$ cat config.mk
export PLATFORM = sky130hd
export DESIGN_NAME = cooling_fan_supervisor
export DESIGN_NICKNAME = d
export VERILOG_FILES = /design/src/hdl/cfs_pkg.sv /design/src/hdl/cooling_fan_supervisor.sv
export SDC_FILE = /design/constraint.sdc
export NUM_CORES = 1
export LEC_CHECK = 0
export BUFFER_PORTS_ARGS = -buffer_cell sky130_fd_sc_hd__buf_2
export CAP_MARGIN = 20
export CORE_ASPECT_RATIO = 1.5
export CORE_MARGIN = 8
export CORE_UTILIZATION = 60
export CTS_BUF_LIST = sky130_fd_sc_hd__clkbuf_4 sky130_fd_sc_hd__clkbuf_8
export CTS_CLUSTER_DIAMETER = 30
export CTS_CLUSTER_SIZE = 20
export DETAILED_ROUTE_END_ITERATION = 7
export GPL_TIMING_DRIVEN = 0
export PLACE_DENSITY = 0.86
export SLEW_MARGIN = 20
export SYNTH_ARGS = -nofsm -noshare
export SYNTH_HDL_FRONTEND = slang
export SYNTH_SLANG_ARGS = --single-unit
$ cat constraint.sdc
create_clock -name clock -period 13.8 [get_ports clock]
set_clock_uncertainty 0.1 [all_clocks]
set_input_delay 2.07 -clock clock [delete_from_list [all_inputs] [get_ports clock]]
set_output_delay 2.07 -clock clock [all_outputs]
set_load 0.05 [all_outputs]
$ cat src/hdl/cfs_pkg.sv
// cfs_pkg: shared types and constants for the cooling fan supervisor
// command codes, read status codes, option and diagnostic bit positions
// no dependencies
package cfs_pkg;

   typedef enum logic [2:0] {
      CMD_TICK        = 3'd0,
      CMD_CRANK       = 3'd1,
      CMD_IGNITION    = 3'd2,
      CMD_EMERGENCY   = 3'd3,
      CMD_ACTIVATE    = 3'd4,
      CMD_FORCE_RESET = 3'd5,
      CMD_FORCE_SET   = 3'd6
   } cmd_type;

   // register indexes on the csr port
   localparam logic [2:0] REG_CRANK_TIMEOUT = 3'd0;
   localparam logic [2:0] REG_MIN_RPM       = 3'd1;
   localparam logic [2:0] REG_DELAY_ON      = 3'd2;
   localparam logic [2:0] REG_DELAY_OFF     = 3'd3;
   localparam logic [2:0] REG_FB_ON_THRESH  = 3'd4;
   localparam logic [2:0] REG_FB_OFF_THRESH = 3'd5;
   localparam logic [2:0] REG_OPTIONS       = 3'd6;
   localparam logic [2:0] REG_CRANK_MODE    = 3'd7;

   // read status codes
   localparam logic [1:0] RD_OK        = 2'd0;
   localparam logic [1:0] RD_NOT_READY = 2'd1;

   // crank validity codes
   localparam logic [1:0] CRANK_NONE = 2'd0;
   localparam logic [1:0] CRANK_SYNC = 2'd2;

   // option_flags bit positions
   localparam int OPT_FORCE_INV   = 0;
   localparam int OPT_ALLOW_FORCE = 1;
   localparam int OPT_FB_INV      = 2;
   localparam int OPT_DRIVE       = 3;
   localparam int OPT_FB          = 4;
   localparam int OPT_FORCE       = 5;
   localparam int OPT_ANALOG      = 6;
   localparam int OPT_ENABLED     = 7;

   // diagnostic bit positions
   localparam int DG_DRIVE    = 0;
   localparam int DG_FORCE    = 1;
   localparam int DG_FB       = 2;
   localparam int DG_STUCKOFF = 3;
   localparam int DG_STUCKON  = 4;

   typedef struct packed {
      logic        fan_state;
      logic        drive_prev;
      logic        crank_run_accept;
      logic [31:0] crank_last_time;
      logic [13:0] crank_speed;
      logic        crank_seen;
      logic        crank_triggered;
      logic        ignition_state;
      logic        emergency_state;
      logic        activate_state;
      logic        override_engaged;
      logic        override_value;
      logic [31:0] switch_time;
      logic        check_valid;
      logic [11:0] feedback_level;
      logic [4:0]  diag;
   } state_type;

   typedef struct packed {
      logic [2:0]  command;
      logic [31:0] time_now;
      logic        flag_value;
      logic [1:0]  crank_validity;
      logic [13:0] crank_rpm;
      logic        force_pin_level;
      logic [1:0]  force_read_status;
      logic [11:0] feedback_sample;
      logic [1:0]  feedback_read_status;
      logic        drive_write_fault;
   } item_type;

endpackage

$ cat src/hdl/cooling_fan_supervisor.sv
// cooling_fan_supervisor: engine cooling fan on/off supervisor, top level
// holds the input stage, the state update logic and the result register
// depends on cfs_pkg
//
// usage:
//  req channel: one beat per event or tick; req_tuser carries the command,
//  req_tdata the time stamp, event arguments and the pin samples of a tick.
//  rsp channel: exactly one beat per req beat, in order, showing the fan
//  state, the drive level, the check flag, the sticky diagnostics and the
//  crank detected flag as they stand after that item.
//  csr port: csr_we writes csr_wdata into register csr_index at once;
//  the user must write it only while no item is in flight; the block does not enforce it.
//  throughput: one item per cycle unless rsp_tready stalls; each item passes the input register and
//  the compare-and-update logic (the crank run-on compare feeds the fan state,
//  which picks the settle delay for a second 32-bit subtract and compare, the
//  longest path) and lands in the result register.
//  stall: while rsp_tready is low, the result register holds and one more
//  item waits in the input register; req_tready drops only when both are
//  full and the result is not being taken.
//  reset: synchronous, clears the configuration registers, the valid flags, state and
//  diagnostics to zero, which leaves the block disabled until option bit 7 is written.
module cooling_fan_supervisor
   import cfs_pkg::*;
(
   input  logic        clock,
   input  logic        reset,
   input  logic        req_tvalid,
   output logic        req_tready,
   // command[2:0]
   input  logic [2:0]  req_tuser,
   // time_now[31:0], flag_value[32], crank_validity[34:33], crank_rpm[48:35],
   // force_pin_level[49], force_read_status[51:50], feedback_sample[63:52],
   // feedback_read_status[65:64], drive_write_fault[66], zero[71:67]
   input  logic [71:0] req_tdata,
   output logic        rsp_tvalid,
   input  logic        rsp_tready,
   // fan_on[0], drive_level[1], feedback_checked[2], drive_error[3],
   // force_input_error[4], feedback_input_error[5], stuck_off_error[6],
   // stuck_on_error[7], crank_detected[8], zero[15:9]
   output logic [15:0] rsp_tdata,
   input  logic        csr_we,
   input  logic [2:0]  csr_index,
   input  logic [31:0] csr_wdata
);

   // configuration registers
   logic [31:0] crank_timeout_ff, delay_on_ff, delay_off_ff;
   logic [13:0] min_rpm_ff;
   logic [11:0] fb_on_thresh_ff, fb_off_thresh_ff;
   logic [7:0]  options_ff;
   logic        crank_mode_ff;

   always_ff @(posedge clock) begin
      if (reset) begin
         crank_timeout_ff <= '0;
         min_rpm_ff       <= '0;
         delay_on_ff      <= '0;
         delay_off_ff     <= '0;
         fb_on_thresh_ff  <= '0;
         fb_off_thresh_ff <= '0;
         options_ff       <= '0;
         crank_mode_ff    <= 1'b0;
      end else if (csr_we) begin
         unique case (csr_index)
            REG_CRANK_TIMEOUT: crank_timeout_ff <= csr_wdata;
            REG_MIN_RPM:       min_rpm_ff       <= csr_wdata[13:0];
            REG_DELAY_ON:      delay_on_ff      <= csr_wdata;
            REG_DELAY_OFF:     delay_off_ff     <= csr_wdata;
            REG_FB_ON_THRESH:  fb_on_thresh_ff  <= csr_wdata[11:0];
            REG_FB_OFF_THRESH: fb_off_thresh_ff <= csr_wdata[11:0];
            REG_OPTIONS:       options_ff       <= csr_wdata[7:0];
            REG_CRANK_MODE:    crank_mode_ff    <= csr_wdata[0];
            default:           crank_mode_ff    <= crank_mode_ff;
         endcase
      end
   end

   // input stage
   logic     s1_valid_ff;
   item_type s1_item_ff, s1_item_in;
   logic     advance;
   logic     rsp_valid_ff;
   logic [8:0] rsp_data_ff, rsp_data_in;

   assign advance    = s1_valid_ff && (!rsp_valid_ff || rsp_tready);
   assign req_tready = !s1_valid_ff || advance;

   always_comb begin
      s1_item_in.command              = req_tuser;
      s1_item_in.time_now             = req_tdata[31:0];
      s1_item_in.flag_value           = req_tdata[32];
      s1_item_in.crank_validity       = req_tdata[34:33];
      s1_item_in.crank_rpm            = req_tdata[48:35];
      s1_item_in.force_pin_level      = req_tdata[49];
      s1_item_in.force_read_status    = req_tdata[51:50];
      s1_item_in.feedback_sample      = req_tdata[63:52];
      s1_item_in.feedback_read_status = req_tdata[65:64];
      s1_item_in.drive_write_fault    = req_tdata[66];
   end

   always_ff @(posedge clock) begin
      if (reset) begin
         s1_valid_ff <= 1'b0;
      end else if (req_tready) begin
         s1_valid_ff <= req_tvalid;
      end
   end

   always_ff @(posedge clock) begin
      if (req_tready && req_tvalid) begin
         s1_item_ff <= s1_item_in;
      end
   end

   // state update
   state_type state_ff, state_in;
   logic [31:0] settle;
   logic [31:0] crank_age, switch_age;
   logic        force_lvl, fb_lvl, enabled;
   item_type    it;

   assign it      = s1_item_ff;
   assign enabled = options_ff[OPT_ENABLED];

   always_comb begin
      state_in   = state_ff;
      settle     = '0;
      crank_age  = it.time_now - state_ff.crank_last_time;
      switch_age = '0;
      force_lvl  = it.force_pin_level ^ options_ff[OPT_FORCE_INV];
      fb_lvl     = (it.feedback_sample != '0) ^ options_ff[OPT_FB_INV];
      if (enabled) begin
         unique case (cmd_type'(it.command))
            CMD_TICK: begin
               if (state_in.emergency_state && state_in.ignition_state) begin
                  state_in.fan_state = 1'b1;
               end
               if (state_in.activate_state) begin
                  if (state_in.crank_triggered && state_in.ignition_state) begin
                     state_in.fan_state        = 1'b1;
                     state_in.crank_run_accept = 1'b1;
                  end else if (state_in.crank_run_accept) begin
                     if (crank_age >= crank_timeout_ff) begin
                        state_in.fan_state        = 1'b0;
                        state_in.crank_run_accept = 1'b0;
                     end else begin
                        state_in.fan_state = 1'b1;
                     end
                  end
               end
               if (options_ff[OPT_FORCE]) begin
                  if (it.force_read_status == RD_OK) begin
                     if (force_lvl && options_ff[OPT_ALLOW_FORCE]) begin
                        state_in.fan_state = 1'b1;
                     end
                  end else if (it.force_read_status != RD_NOT_READY) begin
                     state_in.diag[DG_FORCE] = 1'b1;
                  end
               end
               // low rpm cutoff
               if (state_in.ignition_state && state_in.crank_seen &&
                   state_in.crank_speed != '0 && state_in.crank_speed < min_rpm_ff) begin
                  state_in.fan_state = 1'b0;
               end
               if (state_in.override_engaged) begin
                  state_in.fan_state = state_in.override_value;
               end
               // drive change restarts the settle delay even on a write fault
               if (state_in.drive_prev != state_in.fan_state) begin
                  if (options_ff[OPT_DRIVE] && it.drive_write_fault) begin
                     state_in.diag[DG_DRIVE] = 1'b1;
                  end else begin
                     state_in.drive_prev = state_in.fan_state;
                  end
                  state_in.switch_time = it.time_now;
                  state_in.check_valid = 1'b0;
               end
               settle     = state_in.fan_state ? delay_on_ff : delay_off_ff;
               switch_age = it.time_now - state_in.switch_time;
               if (options_ff[OPT_FB]) begin
                  if (!state_in.check_valid) begin
                     if (switch_age >= settle) begin
                        state_in.check_valid = 1'b1;
                     end
                  end else begin
                     if (it.feedback_read_status == RD_OK) begin
                        state_in.feedback_level = it.feedback_sample;
                     end else if (it.feedback_read_status != RD_NOT_READY) begin
                        state_in.diag[DG_FB] = 1'b1;
                     end
                     if (options_ff[OPT_ANALOG]) begin
                        if (state_in.fan_state &&
                            state_in.feedback_level < fb_on_thresh_ff) begin
                           state_in.diag[DG_STUCKOFF] = 1'b1;
                        end else if (!state_in.fan_state &&
                                     state_in.feedback_level > fb_off_thresh_ff) begin
                           state_in.diag[DG_STUCKON] = 1'b1;
                        end
                     end else begin
                        if (state_in.fan_state && !fb_lvl) begin
                           state_in.diag[DG_STUCKOFF] = 1'b1;
                        end else if (!state_in.fan_state && fb_lvl) begin
                           state_in.diag[DG_STUCKON] = 1'b1;
                        end
                     end
                  end
               end
            end
            CMD_CRANK: begin
               if (it.crank_validity == CRANK_NONE) begin
                  state_in.crank_triggered = 1'b0;
                  state_in.crank_seen      = 1'b0;
                  state_in.crank_speed     = '0;
               end else begin
                  state_in.crank_seen = 1'b1;
                  // validity 3 counts as synchronized
                  if (!crank_mode_ff || it.crank_validity >= CRANK_SYNC) begin
                     state_in.crank_triggered = 1'b1;
                  end
                  if (state_in.crank_triggered) begin
                     state_in.crank_last_time = it.time_now;
                  end
                  state_in.crank_speed = it.crank_rpm;
               end
            end
            CMD_IGNITION:  state_in.ignition_state  = it.flag_value;
            CMD_EMERGENCY: state_in.emergency_state = it.flag_value;
            CMD_ACTIVATE:  state_in.activate_state  = it.flag_value;
            CMD_FORCE_RESET: begin
               state_in.override_engaged = 1'b0;
               state_in.override_value   = 1'b0;
            end
            CMD_FORCE_SET: begin
               state_in.override_engaged = 1'b1;
               state_in.override_value   = it.flag_value;
            end
            default: state_in = state_ff;
         endcase
      end
   end

   always_ff @(posedge clock) begin
      if (reset) begin
         state_ff <= '0;
      end else if (advance) begin
         state_ff <= state_in;
      end
   end

   // result register
   assign rsp_data_in = {state_in.crank_seen,
                         state_in.diag[DG_STUCKON],
                         state_in.diag[DG_STUCKOFF],
                         state_in.diag[DG_FB],
                         state_in.diag[DG_FORCE],
                         state_in.diag[DG_DRIVE],
                         state_in.check_valid,
                         state_in.drive_prev,
                         state_in.fan_state};

   always_ff @(posedge clock) begin
      if (reset) begin
         rsp_valid_ff <= 1'b0;
      end else if (advance) begin
         rsp_valid_ff <= 1'b1;
      end else if (rsp_tready) begin
         rsp_valid_ff <= 1'b0;
      end
   end

   always_ff @(posedge clock) begin
      if (advance) begin
         rsp_data_ff <= rsp_data_in;
      end
   end

   assign rsp_tvalid = rsp_valid_ff;
   assign rsp_tdata  = {7'b0, rsp_data_ff};

   // diagnostics are sticky
   a_diag_sticky: assert property (@(posedge clock) disable iff (reset)
      1'b1 |=> ((state_ff.diag & $past(state_ff.diag)) == $past(state_ff.diag)))
      else $error("sticky diagnostic bit cleared");

   // state moves only when an item passes into the result register
   a_state_hold: assert property (@(posedge clock) disable iff (reset)
      !advance |=> $stable(state_ff))
      else $error("state changed without an item");

   // a waiting beat in the input stage is never dropped
   a_s1_hold: assert property (@(posedge clock) disable iff (reset)
      (s1_valid_ff && !advance) |=> (s1_valid_ff && $stable(s1_item_ff)))
      else $error("input stage beat lost");

   // drive level only ever follows the commanded state
   a_drive_follow: assert property (@(posedge clock) disable iff (reset)
      !$stable(state_ff.drive_prev) |-> (state_ff.drive_prev == state_ff.fan_state))
      else $error("drive level moved away from fan state");

endmodule

# ---- After elaboration in Yosys (flattened, before gate mapping)
# Index checks and enable logic that the tools add are counted.
dict set report op_classes {
  magnitude_cmp 6
  n_reduce_logical 47
  eq_ne 16
  n_bitwise 3
  n_addsub 2
  n_mux 61
}
# cell count
set ops {}
lappend ops {{$mux 106} 1}
lappend ops {{$mux 33} 3}
lappend ops {{$mux 32} 3}
lappend ops {{$ge 32x32->1} 2}
lappend ops {{$sub 32x32->32} 2}
lappend ops {{$mux 12} 5}
lappend ops {{$mux 50} 1}
lappend ops {{$mux 48} 1}
lappend ops {{$mux 1} 41}
lappend ops {{$mux 16} 2}
lappend ops {{$eq 3x3->1 const B} 7}
lappend ops {{$reduce_and 3->1} 6}
lappend ops {{$reduce_and 2->1} 8}
lappend ops {{$mux 15} 1}
lappend ops {{$lt 14x14->1} 1}
lappend ops {{$reduce_bool 14->1} 1}
lappend ops {{$logic_and 1x1->1} 13}
lappend ops {{$eq 3x2->1 const B} 4}
lappend ops {{$gt 12x12->1} 1}
lappend ops {{$lt 12x12->1} 1}
lappend ops {{$reduce_bool 12->1} 1}
lappend ops {{$reduce_and 5->1} 2}
lappend ops {{$eq 3x1->1 const B} 2}
lappend ops {{$logic_not 2->1} 3}
lappend ops {{other kinds (13)} 23}
dict set report totals {
  regBits 330
  in_bits 115
}

# ---- Depth between registers and ports, before layout
dict set report logic_depth {
  depth_word 30
  depth_mapped 55
  depth_no_buf 54
}

# ---- Worst setup path after synthesis
# No wires, ideal clock.
dict set report synth_path {
  path_type {flip-flop to flip-flop}
  startpoint {reg s1_item_ff, in the netlist it[35]}
  endpoint {reg rsp_data_ff[2] (data pin)}
  path_slack_ns 3.320
  required_ns 13.444
  synth_period_minus_slack_ns 10.480
  arrival_time_ns 10.123
  path_stages_with_launch 54
  path_cell_list {edfxtp_1 -> inv_1 -> ha_1 -> inv_1 -> fa_1 -> a21o_1 -> a21oi_1 -> o211ai_1 -> nand3_1 -> nor3_1 -> or3_1 -> a41oi_1 -> a21oi_1 -> and4_1 -> a2111oi_0 -> a21oi_1 -> xor2_1 -> ha_1 -> [18 not listed] -> nand2b_1 -> o2111ai_1 -> nand2_1 -> a31o_2 -> nor3_1 -> a2111oi_2 -> ha_1 -> a21o_1 -> a21o_1 -> a21o_1 -> a21oi_1 -> nor2b_1 -> o21ai_0 -> nand2b_1 -> a21oi_1 -> o21ai_0 -> and3_1 -> a22o_1}
}
# element line
set synth_rtl {}
lappend synth_rtl {{start, declared} cooling_fan_supervisor.sv:80} ;# item_type s1_item_ff, s1_item_in;
lappend synth_rtl {{start signal, assigned} cooling_fan_supervisor.sv:111} ;# s1_item_ff <= s1_item_in;
lappend synth_rtl {{end signal, assigned} cooling_fan_supervisor.sv:273} ;# rsp_data_ff <= rsp_data_in;
lappend synth_rtl {{end, declared} cooling_fan_supervisor.sv:83} ;# logic [8:0] rsp_data_ff, rsp_data_in;

==> flow_summary.json <==
{
  "ant_nets": 0,
  "nets": 2496,
  "setup_viol": 0,
  "synth.area.top_cells": "dfxtp_1, edfxtp_1, ha_1",
  "antenna_found_initial": 2,
  "clkLatencyLatePin_ps": 620,
  "crit_arrival_ps": 13210,
  "worst_path_max_delay_cell": "a2111oi_1",
  "synth_top_area_frac": 0.284,
  "crit_type": "reg -> reg",
  "post-route-drc-count": 0,
  "cp-end-kind": "flip-flop",
  "start_util": 0.604,
  "grt_setup_unrepaired": "no",
  "start_kind": "flip-flop",
  "die_h_um": 226,
  "yosysWarningCount": 0,
  "ctsRootBufferMaster": "clkbuf_8",
  "clk_pin_slew_ps": 90,
  "place_ws_ps": 508,
  "ff2ff_setup_slack_ps": 860,
  "cp_common_cell": "a21oi_1",
  "reg2reg_from": "it[35]",
  "drive_gt1_frac": 0.113,
  "netlist_instances": 2043,
  "nFillCells": 2306,
  "htree_levels": 2,
  "required_ps": 14070,
  "finalWirelength_um": 49200,
  "synth_edf_count": 79,
  "numCtsBuffers": 49,
  "wl_per_cell_um": 18.5,
  "fin_util": 0.684,
  "synthesis.area_um2": 17700,
  "slowest_delay_ps": 580,
  "clock-sinks": 330,
  "ys_seq_area_frac": 0.418,
  "coreArea_um2": 29300,
  "diodes": 0,
  "overflow": 0,
  "first_pass_iters": 6,
  "power_density_nw_per_um2": 112,
  "io_pins": 133,
  "vias": 15600,
  "rr_worst_depth": 52,
  "grt_pass1_vias": 15900,
  "min_path_cells": 2,
  "worst_pin_slew_ps": 1070,
  "peakVddDrop_v": 0.0000997,
  "status": "finished, final reports clean",
  "setup_ws_ps": 860,
  "dp_hpwl_um": 37300,
  "syn2layout_area_growth_pct": 13.2,
  "ys_types": 74,
  "power.static_leakage_uw": 0.00791,
  "hold_path_end": "state_ff[84]",
  "num_rows": 77,
  "hold_path.class": "reg -> reg",
  "hold_start": "state_ff[84]",
  "via_per_inst": 5.88,
  "setup_tns_ps": 0,
  "hold_slack_ps": 353,
  "cts_buffer_depth": 3,
  "slew_headroom": 0.285,
  "max_freq_mhz": 77.3,
  "final_hold_viol_count": 0,
  "maxSlewViolCount": 0,
  "hold_buffers": 0,
  "period_needed_ps": 12940,
  "synth_flop_cell": "dfxtp_1",
  "grt_start_max_net_pins": 45,
  "avgSynthCellArea_um2": 8.67,
  "die_w_um": 156,
  "portBuffers": 116,
  "async_flop_share": 0,
  "cts_tree": "yes",
  "max_cap_viol_count": 0,
  "grtUsageTotal": 0.278,
  "critPathMaxFanout": 10,
  "drt_iter0_markers": 1033,
  "finalCritPeriodShare": 0.938,
  "ys_ff_latch": 330,
  "yosysTopAreaCell": "dfxtp_1",
  "gp_congestion": 0.917,
  "r2r_end": "rsp_data_ff[2]",
  "grt_pass1_wl_um": 78500,
  "die_area_um2": 35400
}
report_power, final:
part           total [uW]  internal (uW)  switching, uW
registers            1030           1010           17.1
clock network         954            522            432
logic                 269            105            164
total                2250           1640            613
registers in the layout (all words and copies together), names as in the netlist, 8 cells and up:
name	count
delay_on_ff	32
fb_on_thresh_ff	12
delay_off_ff	32
rsp_data_ff	9
min_rpm_ff	14
it	70
state_ff	106
crank_timeout_ff	32
fb_off_thresh_ff	12
options_ff	8
metal layers:
| metal | track usage | vias to the layer above | wire length (um) |
|---|---|---|---|
| met3 | 0.0572 | 219 | 3450 |
| li1 | - | 7445 | - |
| met4 | 0.208 | 4 | 3840 |
| met2 | 0.487 | 673 | 24200 |
| met1 | 0.289 | 7262 | 17700 |
| met5 | 0 | - | 22 |
worst max-delay path: cells and delay by family, from the launching register on:
family	cells	cell delay, ps
AO/OA/AOI/OAI	25	5510
adder cells (fa/ha/maj)	6	1810
flip-flops	1	390
multiplexers	2	540
buffers and inverters	4	720
XOR/XNOR	1	200
AND/OR/NAND/NOR	14	3390
synth_stat cells (7+ instances only):
master,number
nand3_1,18
mux2i_1,79
a21o_1,56
a211oi_1,42
nand4_1,20
nor2b_1,19
nand2_1,444
a21oi_1,283
dfxtp_1,251
inv_1,119
and2_1,8
o21ai_0,47
edfxtp_1,79
o21a_1,7
nor3_1,11
ha_1,162
nor4_1,8
nor2_1,94
xnor2_1,36
o21bai_1,7
and3_1,9
xor2_1,23
a31oi_1,7
mux2_2,12
clkbuf_1,82
buf_4,8
nand2b_1,27
worst max path at each step:
| stage | startpoint | endpoint |
|---|---|---|
| final | it[35] | rsp_data_ff[2] |
| after global placement | it[35] | rsp_data_ff[2] |
| after CTS | it[35] | rsp_data_ff[2] |
| after floorplan | it[35] | rsp_data_ff[2] |
| after global routing | it[35] | rsp_data_ff[2] |
| after detailed placement | it[35] | rsp_data_ff[2] |
metrics by stage:
| stage | cells | instance area (um2) | total power, uW |
|---|---|---|---|
| after floorplan | 2049 | 17700 | 1230 |
| final | 2653 | 20000 | 2250 |
| after global routing | 2653 | 20000 | 2340 |
| after detailed placement | 2561 | 18800 | 1310 |
| after global placement | 2560 | 18800 | 1300 |
| after CTS | 2653 | 20000 | 2260 |
kinds of logic (layout without fill, tap and decap cells):
family | count (synthesis) | in the layout | synth area share
simple gates | 684 | 684 | 0.167
buf+inv | 214 | 423 | 0.0473
fa+ha+maj | 164 | 164 | 0.117
compound gates | 499 | 499 | 0.169
other cells | 1 | 7 | 0.000212
mux | 92 | 92 | 0.0531
xor+xnor | 59 | 59 | 0.0292
flops | 330 | 330 | 0.418
timing repair:
item                                   in CTS  in global routing
setup buffers                               0                  0
endpoints found under the hold margin       0                  0
setup endpoints to repair                   0                  2
resized for setup                           0                  5
area by class of cell:
class | count | area (um2) | share of cell area
multi-input combinational | 1505 | 9510 | 0.475
sequential | 330 | 7400 | 0.369
clock buffer | 59 | 768 | 0.0383
timing repair buffer | 117 | 601 | 0.0300
tap | 395 | 494 | 0.0247
inverter | 119 | 447 | 0.0223
clock inverter | 33 | 427 | 0.0213
buffer | 95 | 392 | 0.0195
cell usage in the layout (no fill, tap or decap), drive strengths merged, types with 19 or more instances in the layout:
cell type / n
xnor2: 36
ha: 162
o21ai: 48
inv: 131
dfxtp: 251
a21oi: 283
edfxtp: 79
buf: 130
clkbuf: 141
nand4: 21
a21o: 56
nor2b: 19
nand2: 444
nand2b: 27
nor2: 95
mux2i: 79
xor2: 23
a211oi: 42
Note: power is estimated with default switching activity, not from simulation.
